--- src/design/sha1md_pkg.sv ---
// Shared types and constants for the SHA-1 message digest block.
// No dependencies; imported by every module in design/.
package sha1md_pkg;

    // Input word: one message byte slot plus end-of-message flag.
    typedef struct packed {
        logic       byte_valid;
        logic [7:0] data_byte;
        logic       last;
    } in_word_t;

    // Output word: one digest word.
    typedef struct packed {
        logic [31:0] digest_word;
        logic        word_last;
    } out_word_t;

    typedef enum logic [2:0] {
        ST_IDLE,
        ST_PAD,
        ST_LEN,
        ST_ROUND,
        ST_ADD,
        ST_OUT
    } state_t;

    // Which kind of block the compression engine is working on.
    typedef enum logic [1:0] {
        BLK_DATA,
        BLK_PAD,
        BLK_FINAL
    } blk_kind_t;

    localparam int unsigned NUM_WORDS  = 5;
    localparam int unsigned NUM_ROUNDS = 80;
    localparam logic [2:0]  LAST_WORD  = 3'd4;
    localparam logic [6:0]  LAST_ROUND = 7'd79;
    localparam logic [7:0]  PAD_BYTE   = 8'h80;

    localparam logic [31:0] INIT_CHAIN [NUM_WORDS] = '{
        32'h67452301, 32'hEFCDAB89, 32'h98BADCFE, 32'h10325476, 32'hC3D2E1F0
    };

    // Round constant per group of 20 rounds.
    function automatic logic [31:0] round_k(input logic [1:0] phase);
        logic [31:0] k;
        unique case (phase)
            2'd0:    k = 32'h5A827999;
            2'd1:    k = 32'h6ED9EBA1;
            2'd2:    k = 32'h8F1BBCDC;
            default: k = 32'hCA62C1D6;
        endcase
        return k;
    endfunction

    // Controller -> datapath commands.
    typedef struct packed {
        logic       byte_wr;
        logic       pad;
        logic       len_wr;
        logic       len_clear;
        logic       round;
        logic [1:0] phase;
        logic       add;
        logic       reinit;
        logic [2:0] out_idx;
    } cmd_t;

    // Datapath -> controller status.
    typedef struct packed {
        logic pos_full;   // next byte completes the block
        logic pad_two;    // padding needs a second block
    } stat_t;

endpackage

--- src/design/sha1md_datapath.sv ---
// SHA-1 datapath: block buffer / schedule window, working and chain words,
// byte and length counters. Depends on sha1md_pkg.
module sha1md_datapath (
    input  logic                 aclk,
    input  logic                 aresetn,
    input  sha1md_pkg::cmd_t     cmd,
    input  logic [7:0]           data_byte,
    output sha1md_pkg::stat_t    stat,
    output logic [31:0]          digest_word
);
    import sha1md_pkg::*;

    logic [31:0] w_reg     [16];
    logic [31:0] w_next    [16];
    logic [31:0] chain_reg [NUM_WORDS];
    logic [31:0] chain_next[NUM_WORDS];
    logic [31:0] work_reg  [NUM_WORDS];
    logic [31:0] work_next [NUM_WORDS];
    logic [5:0]  pos_reg, pos_next;
    logic [60:0] total_reg, total_next;

    logic [31:0] f_val, t_val, sched;
    logic [63:0] bit_len;

    assign bit_len = {total_reg, 3'b000};
    assign sched   = w_reg[13] ^ w_reg[8] ^ w_reg[2] ^ w_reg[0];

    // round function
    always_comb begin
        unique case (cmd.phase)
            2'd0:    f_val = (work_reg[1] & work_reg[2]) | (~work_reg[1] & work_reg[3]);
            2'd2:    f_val = (work_reg[1] & work_reg[2]) | (work_reg[1] & work_reg[3])
                           | (work_reg[2] & work_reg[3]);
            default: f_val = work_reg[1] ^ work_reg[2] ^ work_reg[3];
        endcase
        t_val = {work_reg[0][26:0], work_reg[0][31:27]} + f_val + work_reg[4]
              + round_k(cmd.phase) + w_reg[0];
    end

    // block buffer: byte writes, padding, length, schedule shift
    always_comb begin
        logic [5:0] p;
        p = '0;
        for (int i = 0; i < 16; i++) begin
            w_next[i] = w_reg[i];
        end
        priority if (cmd.byte_wr) begin
            for (int i = 0; i < 16; i++) begin
                for (int j = 0; j < 4; j++) begin
                    if (pos_reg == 6'(i * 4 + j)) begin
                        w_next[i][31 - 8 * j -: 8] = data_byte;
                    end
                end
            end
        end else if (cmd.pad) begin
            for (int i = 0; i < 16; i++) begin
                for (int j = 0; j < 4; j++) begin
                    p = 6'(i * 4 + j);
                    if (p == pos_reg) begin
                        w_next[i][31 - 8 * j -: 8] = PAD_BYTE;
                    end else if (p > pos_reg) begin
                        w_next[i][31 - 8 * j -: 8] = 8'h00;
                    end
                end
            end
        end else if (cmd.len_wr) begin
            if (cmd.len_clear) begin
                for (int i = 0; i < 14; i++) begin
                    w_next[i] = '0;
                end
            end
            w_next[14] = bit_len[63:32];
            w_next[15] = bit_len[31:0];
        end else if (cmd.round) begin
            for (int i = 0; i < 15; i++) begin
                w_next[i] = w_reg[i + 1];
            end
            w_next[15] = {sched[30:0], sched[31]};
        end
    end

    // working and chain words, counters
    always_comb begin
        for (int i = 0; i < NUM_WORDS; i++) begin
            chain_next[i] = chain_reg[i];
            work_next[i]  = work_reg[i];
        end
        pos_next   = pos_reg;
        total_next = total_reg;
        if (cmd.byte_wr) begin
            pos_next   = pos_reg + 6'd1;   // wraps to 0 on a full block
            total_next = total_reg + 61'd1;
        end
        priority if (cmd.reinit) begin
            for (int i = 0; i < NUM_WORDS; i++) begin
                chain_next[i] = INIT_CHAIN[i];
                work_next[i]  = INIT_CHAIN[i];
            end
            pos_next   = '0;
            total_next = '0;
        end else if (cmd.add) begin
            for (int i = 0; i < NUM_WORDS; i++) begin
                chain_next[i] = chain_reg[i] + work_reg[i];
                work_next[i]  = chain_reg[i] + work_reg[i];
            end
        end else if (cmd.round) begin
            work_next[0] = t_val;
            work_next[1] = work_reg[0];
            work_next[2] = {work_reg[1][1:0], work_reg[1][31:2]};
            work_next[3] = work_reg[2];
            work_next[4] = work_reg[3];
        end
    end

    always_ff @(posedge aclk) begin
        for (int i = 0; i < 16; i++) begin
            w_reg[i] <= w_next[i];
        end
    end

    always_ff @(posedge aclk) begin
        if (!aresetn) begin
            for (int i = 0; i < NUM_WORDS; i++) begin
                chain_reg[i] <= INIT_CHAIN[i];
                work_reg[i]  <= INIT_CHAIN[i];
            end
            pos_reg   <= '0;
            total_reg <= '0;
        end else begin
            for (int i = 0; i < NUM_WORDS; i++) begin
                chain_reg[i] <= chain_next[i];
                work_reg[i]  <= work_next[i];
            end
            pos_reg   <= pos_next;
            total_reg <= total_next;
        end
    end

    assign stat.pos_full = (pos_reg == 6'd63);
    assign stat.pad_two  = (pos_reg >= 6'd56);
    assign digest_word   = chain_reg[cmd.out_idx];

endmodule

--- src/design/sha1md_ctrl.sv ---
// SHA-1 controller: sequences byte intake, padding, 80 rounds, chain add
// and digest readout. Depends on sha1md_pkg.
module sha1md_ctrl (
    input  logic              aclk,
    input  logic              aresetn,
    input  logic              s_valid,
    input  logic              byte_valid,
    input  logic              last,
    input  logic              m_ready,
    input  sha1md_pkg::stat_t stat,
    output sha1md_pkg::cmd_t  cmd,
    output logic              s_ready,
    output logic              m_valid
);
    import sha1md_pkg::*;

    state_t     state_reg, state_next;
    blk_kind_t  kind_reg, kind_next;
    logic [6:0] round_reg, round_next;
    logic [2:0] idx_reg, idx_next;
    logic       last_pend_reg, last_pend_next;

    // next state
    always_comb begin
        state_next     = state_reg;
        kind_next      = kind_reg;
        round_next     = round_reg;
        idx_next       = idx_reg;
        last_pend_next = last_pend_reg;
        unique case (state_reg)
            ST_IDLE: begin
                if (s_valid) begin
                    last_pend_next = last;
                    if (byte_valid && stat.pos_full) begin
                        state_next = ST_ROUND;
                        kind_next  = BLK_DATA;
                    end else if (last) begin
                        state_next = ST_PAD;
                    end
                end
            end
            ST_PAD: begin
                if (stat.pad_two) begin
                    state_next = ST_ROUND;
                    kind_next  = BLK_PAD;
                end else begin
                    state_next = ST_LEN;
                    kind_next  = BLK_FINAL;
                end
            end
            ST_LEN: begin
                state_next = ST_ROUND;
                kind_next  = BLK_FINAL;
            end
            ST_ROUND: begin
                if (round_reg == LAST_ROUND) begin
                    round_next = '0;
                    state_next = ST_ADD;
                end else begin
                    round_next = round_reg + 7'd1;
                end
            end
            ST_ADD: begin
                unique case (kind_reg)
                    BLK_DATA:  state_next = last_pend_reg ? ST_PAD : ST_IDLE;
                    BLK_PAD:   state_next = ST_LEN;
                    default: begin
                        state_next = ST_OUT;
                        idx_next   = '0;
                    end
                endcase
            end
            ST_OUT: begin
                if (m_ready) begin
                    if (idx_reg == LAST_WORD) begin
                        state_next = ST_IDLE;
                        idx_next   = '0;
                    end else begin
                        idx_next = idx_reg + 3'd1;
                    end
                end
            end
            default: state_next = ST_IDLE;
        endcase
    end

    // outputs
    always_comb begin
        cmd           = '0;
        cmd.out_idx   = idx_reg;
        cmd.phase     = (round_reg < 7'd20) ? 2'd0 :
                        (round_reg < 7'd40) ? 2'd1 :
                        (round_reg < 7'd60) ? 2'd2 : 2'd3;
        s_ready       = 1'b0;
        m_valid       = 1'b0;
        unique case (state_reg)
            ST_IDLE: begin
                s_ready     = 1'b1;
                cmd.byte_wr = s_valid && byte_valid;
            end
            ST_PAD:   cmd.pad = 1'b1;
            ST_LEN: begin
                cmd.len_wr    = 1'b1;
                cmd.len_clear = (kind_reg == BLK_PAD);
            end
            ST_ROUND: cmd.round = 1'b1;
            ST_ADD:   cmd.add   = 1'b1;
            ST_OUT: begin
                m_valid    = 1'b1;
                cmd.reinit = m_ready && (idx_reg == LAST_WORD);
            end
            default: ;
        endcase
    end

    always_ff @(posedge aclk) begin
        if (!aresetn) begin
            state_reg     <= ST_IDLE;
            kind_reg      <= BLK_DATA;
            round_reg     <= '0;
            idx_reg       <= '0;
            last_pend_reg <= 1'b0;
        end else begin
            state_reg     <= state_next;
            kind_reg      <= kind_next;
            round_reg     <= round_next;
            idx_reg       <= idx_next;
            last_pend_reg <= last_pend_next;
        end
    end

endmodule

--- src/design/sha1_message_digest.sv ---
// SHA-1 message digest top level: controller plus datapath.
// Depends on sha1md_pkg, sha1md_ctrl, sha1md_datapath.
//
// Usage:
//  - Input channel s_*: one word per message byte (byte_valid = 1), or an
//    empty word (byte_valid = 0). A word with last = 1 ends the message; its
//    byte, if any, is part of the message. An empty last word hashes the
//    empty message when nothing came before.
//  - Output channel m_*: five 32-bit digest words, word 0 first; word_last
//    flags the fifth.
//  - Bytes are taken one per cycle while s_ready is high. The 64th byte of a
//    block drops s_ready while the block is compressed (80 rounds on one
//    shared round unit, then the chain add).
//  - After a last word: a pad step, then one padding block, or two when 56
//    or more bytes sit in the final block, each compressed, with a length
//    step before the final block's rounds, then the first digest word (plus
//    one more block compression first if the last byte itself filled a block).
//  - Digest words come straight from the chain registers; a stalled
//    receiver simply holds the block in readout, s_ready stays low until
//    the fifth word is taken, then the chain returns to its initial values.
//  - Reset (aresetn low, synchronous) restores the initial chain and clears
//    the byte and length counters; the block buffer needs no clearing.
module sha1_message_digest (
    input  logic                  aclk,
    input  logic                  aresetn,
    input  logic                  s_valid,
    output logic                  s_ready,
    input  sha1md_pkg::in_word_t  s_data,
    output logic                  m_valid,
    input  logic                  m_ready,
    output sha1md_pkg::out_word_t m_data
);
    import sha1md_pkg::*;

    cmd_t        cmd;
    stat_t       stat;
    logic [31:0] digest_word;

    sha1md_ctrl u_ctrl (
        .aclk       (aclk),
        .aresetn    (aresetn),
        .s_valid    (s_valid),
        .byte_valid (s_data.byte_valid),
        .last       (s_data.last),
        .m_ready    (m_ready),
        .stat       (stat),
        .cmd        (cmd),
        .s_ready    (s_ready),
        .m_valid    (m_valid)
    );

    sha1md_datapath u_dp (
        .aclk        (aclk),
        .aresetn     (aresetn),
        .cmd         (cmd),
        .data_byte   (s_data.data_byte),
        .stat        (stat),
        .digest_word (digest_word)
    );

    // word index lives in the controller; last flag follows it
    assign m_data.digest_word = digest_word;
    assign m_data.word_last   = (cmd.out_idx == LAST_WORD);

endmodule

--- config.mk ---
export PLATFORM = sky130hd
export DESIGN_NAME = sha1_message_digest
export DESIGN_NICKNAME = d
export VERILOG_FILES = /design/src/design/sha1md_pkg.sv /design/src/design/sha1md_datapath.sv /design/src/design/sha1md_ctrl.sv /design/src/design/sha1_message_digest.sv
export SDC_FILE = /design/constraint.sdc
export NUM_CORES = 2
export LEC_CHECK = 0
export ABC_AREA = 1
export BUFFER_PORTS_ARGS = -buffer_cell sky130_fd_sc_hd__buf_4
export CAP_MARGIN = 20
export CORE_MARGIN = 5
export CORE_UTILIZATION = 60
export DETAILED_ROUTE_END_ITERATION = 10
export PLACE_DENSITY_LB_ADDON = 0.1
export SLEW_MARGIN = 20
export SYNTH_ARGS = -nofsm -noshare
export SYNTH_HDL_FRONTEND = slang
export SYNTH_HIERARCHICAL = 1
export SYNTH_SLANG_ARGS = --single-unit
export TNS_END_PERCENT = 30
--- constraint.sdc ---
create_clock -name aclk -period 5.78 [get_ports aclk]
set_input_delay 1.156 -clock aclk [delete_from_list [all_inputs] [get_ports aclk]]
set_output_delay 1.156 -clock aclk [all_outputs]
set_load 0.005 [all_outputs]
==> results.json <==
{
  "synth_warnings": 6,
  "final_util": 0.6591,
  "synthTopCellsByCount": "nand2_1, inv_1, a21oi_1, nor2_1, edfxtp_1",
  "die_h_um": 319.0,
  "cts-root-buf": "clkbuf_16",
  "met2_wirelength_um": 98960,
  "grt_pass1_vias": 52660,
  "postRouteAntennaNets": 0,
  "crit_fanout": 10,
  "cp-start-kind": "flop",
  "htreeDepth": 3,
  "ir_drop_mv": 0.6650,
  "drv_cap": 0,
  "setup_viol": 0,
  "arrival_ns": 6.07,
  "drt-vias-per-instance": 6.227,
  "fin_skew_ns": 0.04995,
  "clk_pin_slew_ns": 0.06,
  "post-route-drc-count": 0,
  "grt_pass1_wl_um": 331000,
  "fill_cells": 8159,
  "largest_reg_flops": 512,
  "drive_above_1_share": 0.05787,
  "met1_length_um": 80980,
  "finalWeightedCongestion": 1.092,
  "dr.max_layer_used": "met5",
  "seqCellArea_sq_mm": 0.02344,
  "timing.final.crit_period_ns": 5.502,
  "crit_family": "adder cells",
  "synthDistinctLibCells": 65,
  "synth_area_sq_mm": 0.05728,
  "synth.avg_cell_area_sq_um": 7.397,
  "synthArstFlopShare": 0,
  "syn_inst": 7744,
  "wl_per_cell_um": 25.09,
  "cpPeakStageDelay_ns": 0.62,
  "tightestPinTransition_ns": 1.189,
  "antenna_found_initial": 15,
  "die_x_um": 319.0,
  "ys_seq_elements": 915,
  "hold_viol_final": 0,
  "synth_seq_area_share": 0.4092,
  "status": "finished clean",
  "slowest_stage": "a221oi_1",
  "ios": 49,
  "track_usage": 0.4289,
  "syn_nets": 8085,
  "yosysMostFrequentCell": "nand2_1",
  "numCtsBuffers": 96,
  "vias": 56570,
  "fmax_mhz": 181.7,
  "drt_iter0_markers": 8412,
  "placed_cell_area_sq_mm": 0.05926,
  "leakagePower_nw": 28.66,
  "synth.area.top_cells": "edfxtp_1, nand2_1, dfxtp_1",
  "cpMostUsedCell": "nand2_1",
  "cts_tree": "done",
  "crit_required_ns": 6.34,
  "hold_path_class": "reg -> reg",
  "wl_met3_um": 26700,
  "yosys.area.top_type_share": 0.2684,
  "synth_edf_count": 512,
  "dr.pass1.iters": 7,
  "cts_max_path_buffers": 3,
  "fin_nets": 8070,
  "port_buffers": 48,
  "critPathKind": "reg -> reg",
  "cp-end-kind": "flop",
  "final_cell_area_sq_mm": 0.06253,
  "grt_max_degree": 239,
  "power.density_mw_per_mm2": 751.2,
  "totalWireLength_um": 227900,
  "synth_top_cell_by_area": "edfxtp_1",
  "clkLatencyLatePin_ns": 0.72,
  "initial_core_util": 0.6038,
  "cts_setup_buffers": 0,
  "die_area_sq_mm": 0.1018,
  "grt-ovfl-total": 0,
  "multiInputGateArea_sq_mm": 0.02933,
  "slew_headroom": 0.1993,
  "dp_hpwl_um": 172100,
  "cts.sink_count": 915,
  "yosys_most_used_dff": "edfxtp_1",
  "coreArea_sq_mm": 0.09487,
  "cp_num_buf_inv": 7,
  "rows": 113,
  "period_share": 0.9519,
  "area_delta_synth_final_pct": 9.158,
  "hold_ws_ns": 0.4657,
  "tns_ns": 0,
  "slew_violations": 0
}
==> cell usage in the layout, fill, tap and decap left out, drive strengths merged, types with 19 or more instances in the layout <==
cell       n
nand2   2510
inv      920
a21oi    655
nor2     624
edfxtp   512
o21ai    512
dfxtp    403
nand3    372
ha       202
buf      185
clkbuf   134
fa       125
nand4     95
xnor2     91
o211ai    89
nor3      80
a31oi     48
xor2      41
clkinv    27
o21bai    25
nor4      19
==> per-stage QoR <==
stage / total power, mW / instances / setup WS, ns
3_3_place_gp: 39.01 / 8894 / 0.2637
5_1_grt: 49.86 / 9076 / -0.005868
4_1_cts: 45.90 / 9075 / 0.1634
2_1_floorplan: 29.46 / 7744 / 0.6051
6_report: 46.97 / 9085 / 0.2779
3_5_place_dp: 39.41 / 8895 / 0.2118
==> final timing paths <==
check | from | end | slack [ns] | cells after the start
worst max-delay path | u_ctrl/round_reg[4] | u_dp/work_reg[0][29] | 0.28 | 28
worst min-delay path | u_ctrl/last_pend_reg | u_ctrl/last_pend_reg | 0.47 | 2
worst max register to register | u_ctrl/round_reg[4] | u_dp/work_reg[0][29] | 0.28 | 28
worst min register to register | u_ctrl/last_pend_reg | u_ctrl/last_pend_reg | 0.47 | 2
==> where the power goes <==
group          switching, mW  leakage (nW)  internal (mW)
Sequential              2.29          8.18           10.4
Combinational           18.6          19.0           9.38
Clock                   2.80          1.52           3.52
==> what timing repair did <==
item,4_1_cts,5_1_grt
setup endpoints to repair,0,23
hold buffers,0,0
gates resized for setup,0,12
==> logic make-up (layout without fill, tap and decap cells) <==
logic type,count (synthesis),after routing,share of synthesized area
xor gates and xnor gates,132,132,0.02018
other,0,9,0
DFF,915,915,0.4092
buffers and inverters,1215,1282,0.08134
adders and majority gates,327,327,0.08781
and+or+nand+nor,3750,3750,0.2682
muxes,1,1,0.0001747
AOI/OAI and AO/OA,1404,1404,0.1330
==> final cells by class <==
class	count	area share
diodes	9	0.0003602
clock buffers	134	0.04392
clock inverters	46	0.006943
inverters	917	0.05545
multi-input cells	5614	0.4691
flip-flops and latches	915	0.3749
well taps	1265	0.02531
repair buffers	185	0.02401
==> worst register-to-register path: cells and delay by family, from the launching register on <==
family	cells	cell delay, ns
flip-flops	1	0.33
adder cells (fa/ha/maj)	5	1.90
AO/OA/AOI/OAI	3	0.92
buffers and inverters	7	0.89
AND/OR/NAND/NOR	13	1.33
==> routing by layer <==
metal / track usage / vias up
met3: 0.09087 / 964
li1: - / 25330
met1: 0.5347 / 26340
met2: 0.6654 / 3932
met5: 0 / -
met4: 0.3092 / 4
No activity file was read; power rests on OpenSTA's default activity.
